<file path="config.mk">
export PLATFORM = sky130hd
export DESIGN_NAME = bpe_ctl
export DESIGN_NICKNAME = d
export VERILOG_FILES = /design/src/bpe_pkg.sv /design/src/bpe_ctl.sv
export SDC_FILE = /design/constraint.sdc
export NUM_CORES = 1
export LEC_CHECK = 0
export ABC_CLOCK_PERIOD_IN_PS = 2500
export BUFFER_PORTS_ARGS = -buffer_cell sky130_fd_sc_hd__buf_4
export CAP_MARGIN = 20
export CORE_MARGIN = 5
export CORE_UTILIZATION = 51
export CTS_CLUSTER_DIAMETER = 80
export DETAILED_ROUTE_END_ITERATION = 16
export PLACE_DENSITY = 0.76
export SLEW_MARGIN = 20
export SYNTH_ARGS = -nofsm -noshare
export SYNTH_HDL_FRONTEND = slang
export SYNTH_SLANG_ARGS = --single-unit
</file>
<file path="constraint.sdc">
create_clock -name i_clk -period 2.5 [get_ports i_clk]
set_clock_uncertainty 0.2 [all_clocks]
set_input_delay 0.5 -clock i_clk [delete_from_list [all_inputs] [get_ports i_clk]]
set_output_delay 0.5 -clock i_clk [all_outputs]
set_load 0.1 [all_outputs]
</file>
<file path="src/bpe_pkg.sv">
// Shared types, constants and helpers for the Bezier path position evaluator.
// No dependencies; every other file in src uses it by scoped names.
package bpe_pkg;

    localparam int MAX_SEG_DEF = 16;

    localparam int POS_W  = 24;
    localparam int DUR_W  = 16;
    localparam int TICK_W = 32;
    localparam int T_W    = 17;              // t and u, 0..65536
    localparam int K_W    = 34;              // blend weights, up to 2^32
    localparam int ACC_W  = 58;              // weighted sum, |s| < 2^56
    localparam int RND_W  = ACC_W - 32;      // after the 2^32 scale-down
    localparam int SUM_W  = RND_W + 1;       // plus origin
    localparam int MUL_A_W = K_W + 1;
    localparam int MUL_B_W = POS_W + 1;
    localparam int CNT_W  = 5;
    localparam int DIV_STEPS = T_W;

    localparam logic [T_W-1:0] T_ONE = T_W'(65536);

    // request codes
    localparam logic [1:0] REQ_LINE = 2'd0;
    localparam logic [1:0] REQ_QUAD = 2'd1;
    localparam logic [1:0] REQ_EVAL = 2'd2;

    // result codes
    localparam logic [1:0] ST_POS      = 2'd0;
    localparam logic [1:0] ST_APPENDED = 2'd1;
    localparam logic [1:0] ST_REJECT   = 2'd2;
    localparam logic [1:0] ST_PAST_END = 2'd3;

    typedef struct packed {
        logic [1:0]              req_type;
        logic signed [POS_W-1:0] ctrl_x;
        logic signed [POS_W-1:0] ctrl_y;
        logic signed [POS_W-1:0] end_x;
        logic signed [POS_W-1:0] end_y;
        logic [DUR_W-1:0]        duration_ticks;
        logic [TICK_W-1:0]       tick_count;
        logic signed [POS_W-1:0] origin_x;
        logic signed [POS_W-1:0] origin_y;
    } t_req;

    typedef struct packed {
        logic [1:0]              status;
        logic signed [POS_W-1:0] pos_x;
        logic signed [POS_W-1:0] pos_y;
    } t_rsp;

    typedef struct packed {
        logic                    is_quad;
        logic signed [POS_W-1:0] cx;
        logic signed [POS_W-1:0] cy;
        logic signed [POS_W-1:0] ex;
        logic signed [POS_W-1:0] ey;
        logic [TICK_W-1:0]       start;
        logic [DUR_W-1:0]        dur;
    } t_seg;

    typedef struct packed {
        logic       load;
        logic       append_wr;
        logic       set_st;
        logic [1:0] st;
        logic       search_step;
        logic       div_init;
        logic       div_step;
        logic       coef_step;
        logic       mac_step;
        logic       fin;
        logic [2:0] phase;
        logic       out_load;
    } t_cmd;

    typedef struct packed {
        logic is_append;
        logic is_eval;
        logic append_ok;
        logic hit;
        logic at_end;
    } t_sts;

    function automatic logic signed [POS_W-1:0] sat_pos(input logic signed [SUM_W-1:0] v);
        logic signed [POS_W-1:0] r;
        if (v > SUM_W'(8388607))
            r = 24'sh7FFFFF;
        else if (v < -SUM_W'(8388608))
            r = 24'sh800000;
        else
            r = v[POS_W-1:0];
        return r;
    endfunction

endpackage

</file>
<file path="src/bpe_ctl.sv">
// Sequencer for the evaluator: decode, segment walk, divide, blend, deliver.
// Depends on bpe_pkg for command and status structs.
module bpe_ctl (
    input  logic            i_clk,
    input  logic            i_rst_n,
    input  logic            i_in_valid,
    output logic            o_in_ready,
    input  logic            i_out_free,
    input  bpe_pkg::t_sts   i_sts,
    output bpe_pkg::t_cmd   o_cmd
);
    typedef enum logic [7:0] {
        S_IDLE   = 8'b00000001,
        S_CHECK  = 8'b00000010,
        S_SEARCH = 8'b00000100,
        S_DIV    = 8'b00001000,
        S_COEF   = 8'b00010000,
        S_MAC    = 8'b00100000,
        S_FIN    = 8'b01000000,
        S_DONE   = 8'b10000000
    } t_state;

    t_state r_state, n_state;
    logic [bpe_pkg::CNT_W-1:0] r_cnt, n_cnt;

    always_comb begin
        n_state    = r_state;
        n_cnt      = r_cnt;
        o_cmd      = '0;
        o_cmd.phase = r_cnt[2:0];
        o_in_ready = 1'b0;
        unique case (r_state)
            S_IDLE: begin
                o_in_ready = 1'b1;
                if (i_in_valid) begin
                    o_cmd.load = 1'b1;
                    n_state    = S_CHECK;
                end
            end
            S_CHECK: begin
                if (i_sts.is_append) begin
                    o_cmd.set_st = 1'b1;
                    if (i_sts.append_ok) begin
                        o_cmd.append_wr = 1'b1;
                        o_cmd.st        = bpe_pkg::ST_APPENDED;
                    end else begin
                        o_cmd.st = bpe_pkg::ST_REJECT;
                    end
                    n_state = S_DONE;
                end else if (i_sts.is_eval) begin
                    n_state = S_SEARCH;
                end else begin
                    o_cmd.set_st = 1'b1;
                    o_cmd.st     = bpe_pkg::ST_REJECT;
                    n_state      = S_DONE;
                end
            end
            S_SEARCH: begin
                if (i_sts.at_end) begin
                    o_cmd.set_st = 1'b1;
                    o_cmd.st     = bpe_pkg::ST_PAST_END;
                    n_state      = S_DONE;
                end else if (i_sts.hit) begin
                    o_cmd.div_init = 1'b1;
                    n_cnt          = '0;
                    n_state        = S_DIV;
                end else begin
                    o_cmd.search_step = 1'b1;
                end
            end
            S_DIV: begin
                o_cmd.div_step = 1'b1;
                if (r_cnt == bpe_pkg::CNT_W'(bpe_pkg::DIV_STEPS - 1)) begin
                    n_cnt   = '0;
                    n_state = S_COEF;
                end else begin
                    n_cnt = r_cnt + 1'b1;
                end
            end
            S_COEF: begin
                o_cmd.coef_step = 1'b1;
                if (r_cnt == bpe_pkg::CNT_W'(2)) begin
                    n_cnt   = '0;
                    n_state = S_MAC;
                end else begin
                    n_cnt = r_cnt + 1'b1;
                end
            end
            S_MAC: begin
                o_cmd.mac_step = 1'b1;
                if (r_cnt == bpe_pkg::CNT_W'(6)) begin
                    n_cnt   = '0;
                    n_state = S_FIN;
                end else begin
                    n_cnt = r_cnt + 1'b1;
                end
            end
            S_FIN: begin
                o_cmd.fin = 1'b1;
                n_state   = S_DONE;
            end
            S_DONE: begin
                if (i_out_free) begin
                    o_cmd.out_load = 1'b1;
                    n_state        = S_IDLE;
                end
            end
            default: n_state = S_IDLE;
        endcase
    end

    always_ff @(posedge i_clk) begin
        if (!i_rst_n) begin
            r_state <= S_IDLE;
            r_cnt   <= '0;
        end else begin
            r_state <= n_state;
            r_cnt   <= n_cnt;
        end
    end
endmodule

</file>
Yosys cells after proc, flatten, opt, wreduce, memory -nomap -nowiden
Index checks and enable logic that the tools add are counted.
{ "classes": {"addsub": 1, "n_eq_ne": 19, "reduce_logical": 3, "n_mux": 37} }
{ "op_table": {"columns": ["operator", "count"], "rows": [
  ["$mux W8", 9],
  ["$pmux W8 S8", 1],
  ["$mux W5", 5],
  ["$pmux W5 S4", 1],
  ["$mux W1", 14],
  ["$ne A2 B2 Y1 const B", 7],
  ["$mux W3", 3],
  ["$eq A8 B1 Y1 const B", 1],
  ["$eq A8 B2 Y1 const B", 1],
  ["$eq A8 B3 Y1 const B", 1],
  ["$eq A8 B4 Y1 const B", 1],
  ["$eq A8 B5 Y1 const B", 1],
  ["$eq A8 B6 Y1 const B", 1],
  ["$eq A8 B7 Y1 const B", 1],
  ["$eq A8 B8 Y1 const B", 1],
  ["$mux W2", 3],
  ["$pmux W3 S2", 1],
  ["$reduce_and A6 Y1", 1],
  ["$add A5 B1 Y5 const B", 1],
  ["$eq A5 B2 Y1 const B", 1],
  ["$eq A5 B3 Y1 const B", 1],
  ["$eq A5 B5 Y1 const B", 1],
  ["$reduce_bool A4 Y1", 1],
  ["$ne A3 B3 Y1 const B", 1],
  ["$reduce_and A3 Y1", 1]
]} }
{ "word_totals": {"output_inout_bits": 16, "reg_bits": 13} }

Depth between registers and ports, before layout
{ "depth": {"ltp_word": 3, "depth_mapped": 7} }

Least setup slack after synthesis
OpenSTA, ideal clock, no wires.
{ "synth_path": {"path_kind": "register -> output", "start": "reg r_state[5]", "end": "out o_cmd[14] (netlist name)", "arrival_time_ns": 4.371, "t_required_ns": 1.800, "slack_ns": -2.571, "stages_incl_launch_ff": 5, "n_path_buf": 0, "cell_sequence": "dfxtp_1 > or4_4 > nor4_2 > inv_1 > nor2_1"} }
{ "synth_lines": {"columns": ["element", "line_no", "source"], "rows": [
  ["from (decl)", "bpe_ctl.sv:23", "t_state r_state, n_state;"],
  ["from (signal assigned)", "bpe_ctl.sv:117", "r_state <= n_state;"],
  ["to (decl)", "bpe_ctl.sv:10", "output bpe_pkg::t_cmd o_cmd"]
]} }

==> run metrics <==
status complete, but fails checks; failing checks setup timing; DRT iter0 DRCs 38; kind of critical path flop to output pin; WL final 3141 µm; nets@finish 166; crit path max fanout 4; Setup WS pre-CTS 79.68 ps; first-pass GRT wire length 4747 µm; largest net degree at the start of global routing 13; num rows 15; worst rel slew slack 0.5831; Worst Hold End r_state[0]; Max Cap Viol 0; drt pass-1 iters 4; pin slew with the least headroom to its limit 619.6 ps; setup TNS -605.8 ps; vias in the first global route 1057; Routed wire per std cell 17.65 µm; P per Cell Area 485.5 nW/µm²; height of the die 52.90 µm; Ys Warns 0; Tot Pwr 0.7423 mW; clock sinks 13; Core ar. 1745 µm²; Layout Utilization 0.8760; share of layout cells above drive strength 1 0.5556; drt via density 6.028; final hold vios 0; worst-skew pair later-pin latency 280 ps; Distinct cells, synth 41; P_leak 0.6348 nW; Hold Crit Start i_in_valid; die width 52.90 µm; Final min period 2687 ps; Hold Path Class primary input to flop; Vias 1073; drc violations 0; Final Slew Violations 0; Crit. End Element output pin; Num CTS Buffers 3; hpwl dp 2006 µm; initial antenna violation count 0; Syn Nets 120; r2r setup slk 230 ps; final worst-path setup slack -187.0 ps; Max clock buf depth 2; ANT nets after route 0; RSZ-0062 raised after global routing yes; r2r endpoint r_state[5]; Initial Utilization 0.5376; CTS tree done; Max Fclk 372.2 MHz; WP data arrival 1990 ps; hold_buf cts 0; synthesized area 938.4 µm²; worst hold slack 255.5 ps; Post-Syn Instances 108; Crit path required time 1800 ps; crit path launch r_state[7]; PortBufs 24; FF-to-FF path depth 8; Area growth syn-to-layout 62.93%; Reg clk slew, reported paths 80 ps; RR Startpoint r_state[6]; GP Congestion 0.8219; CP Launch Type flop; number of I/O pins 25; Die ar. 2798 µm²; Mean Syn Cell Area 8.689 µm²; Worst IR Drop VDD 335.9 µV; Final setup viols 7; FF+latch count, synth 13; clk root buf clkbuf_4; gr ovfl total 0; gr usage total 0.2288; Antenna diodes 0; Hold Crit Depth 2; period utilisation layout 1.075; sequential cell area fraction in the yosys report 0.2773; CTS H-tree lvls 1
==> final cells by class <==
| cell class | instances | area (µm²) |
|---|---|---|
| Clock buffer | 4 | 26.28 |
| Sequential cell | 13 | 276.5 |
| Tap cell | 25 | 31.28 |
| Inverter | 8 | 30.03 |
| Fill cell | 83 | 216.5 |
| Multi-Input combinational cell | 82 | 732.0 |
| Timing Repair Buffer | 46 | 432.9 |
==> metal layers <==
layer / GRT usage / up-vias / routed length [µm]
li1: - / 496 / -
met1: 0.2586 / 509 / 1225
met2: 0.4360 / 51 / 1553
met3: 0.01972 / 17 / 221
met4: 0.08511 / 0 / 140
met5: 0 / - / 0
==> Yosys cell counts (all sizes together) <==
library cell | instances | area, µm²
a2111o | 1 | 21.27
a211o | 1 | 10.01
a21oi | 2 | 10.01
a2bb2oi | 1 | 15.01
a311o | 1 | 10.01
and2 | 1 | 6.260
and2b | 1 | 7.510
and3 | 2 | 12.51
buf | 4 | 30.03
clkbuf | 1 | 3.750
clkinv | 1 | 3.750
dfxtp | 13 | 260.3
ha | 3 | 37.54
inv | 7 | 26.28
nand2 | 8 | 30.03
nand2b | 3 | 18.77
nand3 | 6 | 35.03
nand4 | 1 | 6.260
nand4b | 4 | 35.03
nand4bb | 1 | 11.26
nor2 | 11 | 41.29
nor2b | 3 | 18.77
nor3 | 6 | 30.03
nor4 | 7 | 98.85
nor4b | 1 | 8.760
o211ai | 2 | 15.01
o21ai | 4 | 20.01
o221ai | 1 | 15.01
o22ai | 2 | 12.51
o31a | 1 | 8.760
o31ai | 1 | 7.510
or4 | 2 | 18.77
or4b | 4 | 43.79
xor2 | 1 | 8.760
==> worst max-delay path: stages, from the launching register on <==
cell     delay (ps)
dfxtp_2         350
buf_4           160
nor4_1          570
and3_1          310
buf_4           310
==> how the worst max path moves through the flow <==
stage	to	cells after the start
floorplan	o_cmd[14]	4
global placement	o_cmd[8]	4
detailed placement	o_cmd[8]	4
CTS	o_cmd[14]	5
global route	o_cmd[6]	4
finish	o_cmd[6]	4
==> through the flow <==
stage	instance area, µm²	cells
4_1_cts	1466	175
5_1_grt	1529	178
2_1_floorplan	1015	108
3_3_place_gp	1279	164
3_5_place_dp	1279	164
6_report	1529	178
==> where the power goes <==
part / switching [mW] / total (mW) / internal, mW
logic: 0.232 / 0.390 / 0.158
registers: 0.00568 / 0.219 / 0.213
clock network: 0.0714 / 0.133 / 0.0620
==> cell usage in the layout, fill, tap and decap left out, types with 2 or more instances in the layout <==
master / count
nor2_1: 7
nor2b_1: 3
dfxtp_1: 6
buf_12: 4
and3_1: 2
nand2_1: 7
o211ai_1: 2
nor4_4: 5
clkbuf_4: 3
nand3_2: 3
nand2b_1: 3
inv_1: 6
nand4b_1: 4
a21oi_1: 2
or4b_4: 3
dfxtp_4: 3
nor3_1: 5
o22ai_1: 2
ha_1: 3
or4_4: 2
nand3_1: 3
nor2_4: 3
o21ai_1: 2
buf_6: 10
dfxtp_2: 4
buf_4: 32
==> kinds of logic (layout without fill, tap and decap cells) <==
family | Yosys count | after routing | share of synthesized area
AO/OA/AOI/OAI | 17 | 17 | 0.1546
XOR/XNOR | 1 | 1 | 0.009335
adder cells (fa/ha/maj) | 3 | 3 | 0.04000
buffers and inverters | 13 | 58 | 0.06800
flip-flops | 13 | 13 | 0.2773
AND/OR/NAND/NOR | 61 | 61 | 0.4507
==> flip-flops by register name, summed over array words and instances (netlist names) <==
| register | count |
|---|---|
| r_cnt | 5 |
| r_state | 8 |
==> what timing repair did <==
action	4_1_cts	5_1_grt
buffers inserted	7	3
gates resized for setup	28	9
setup endpoints to repair	13	12
pin swaps	2	6
(Power assumes the default switching activity.)
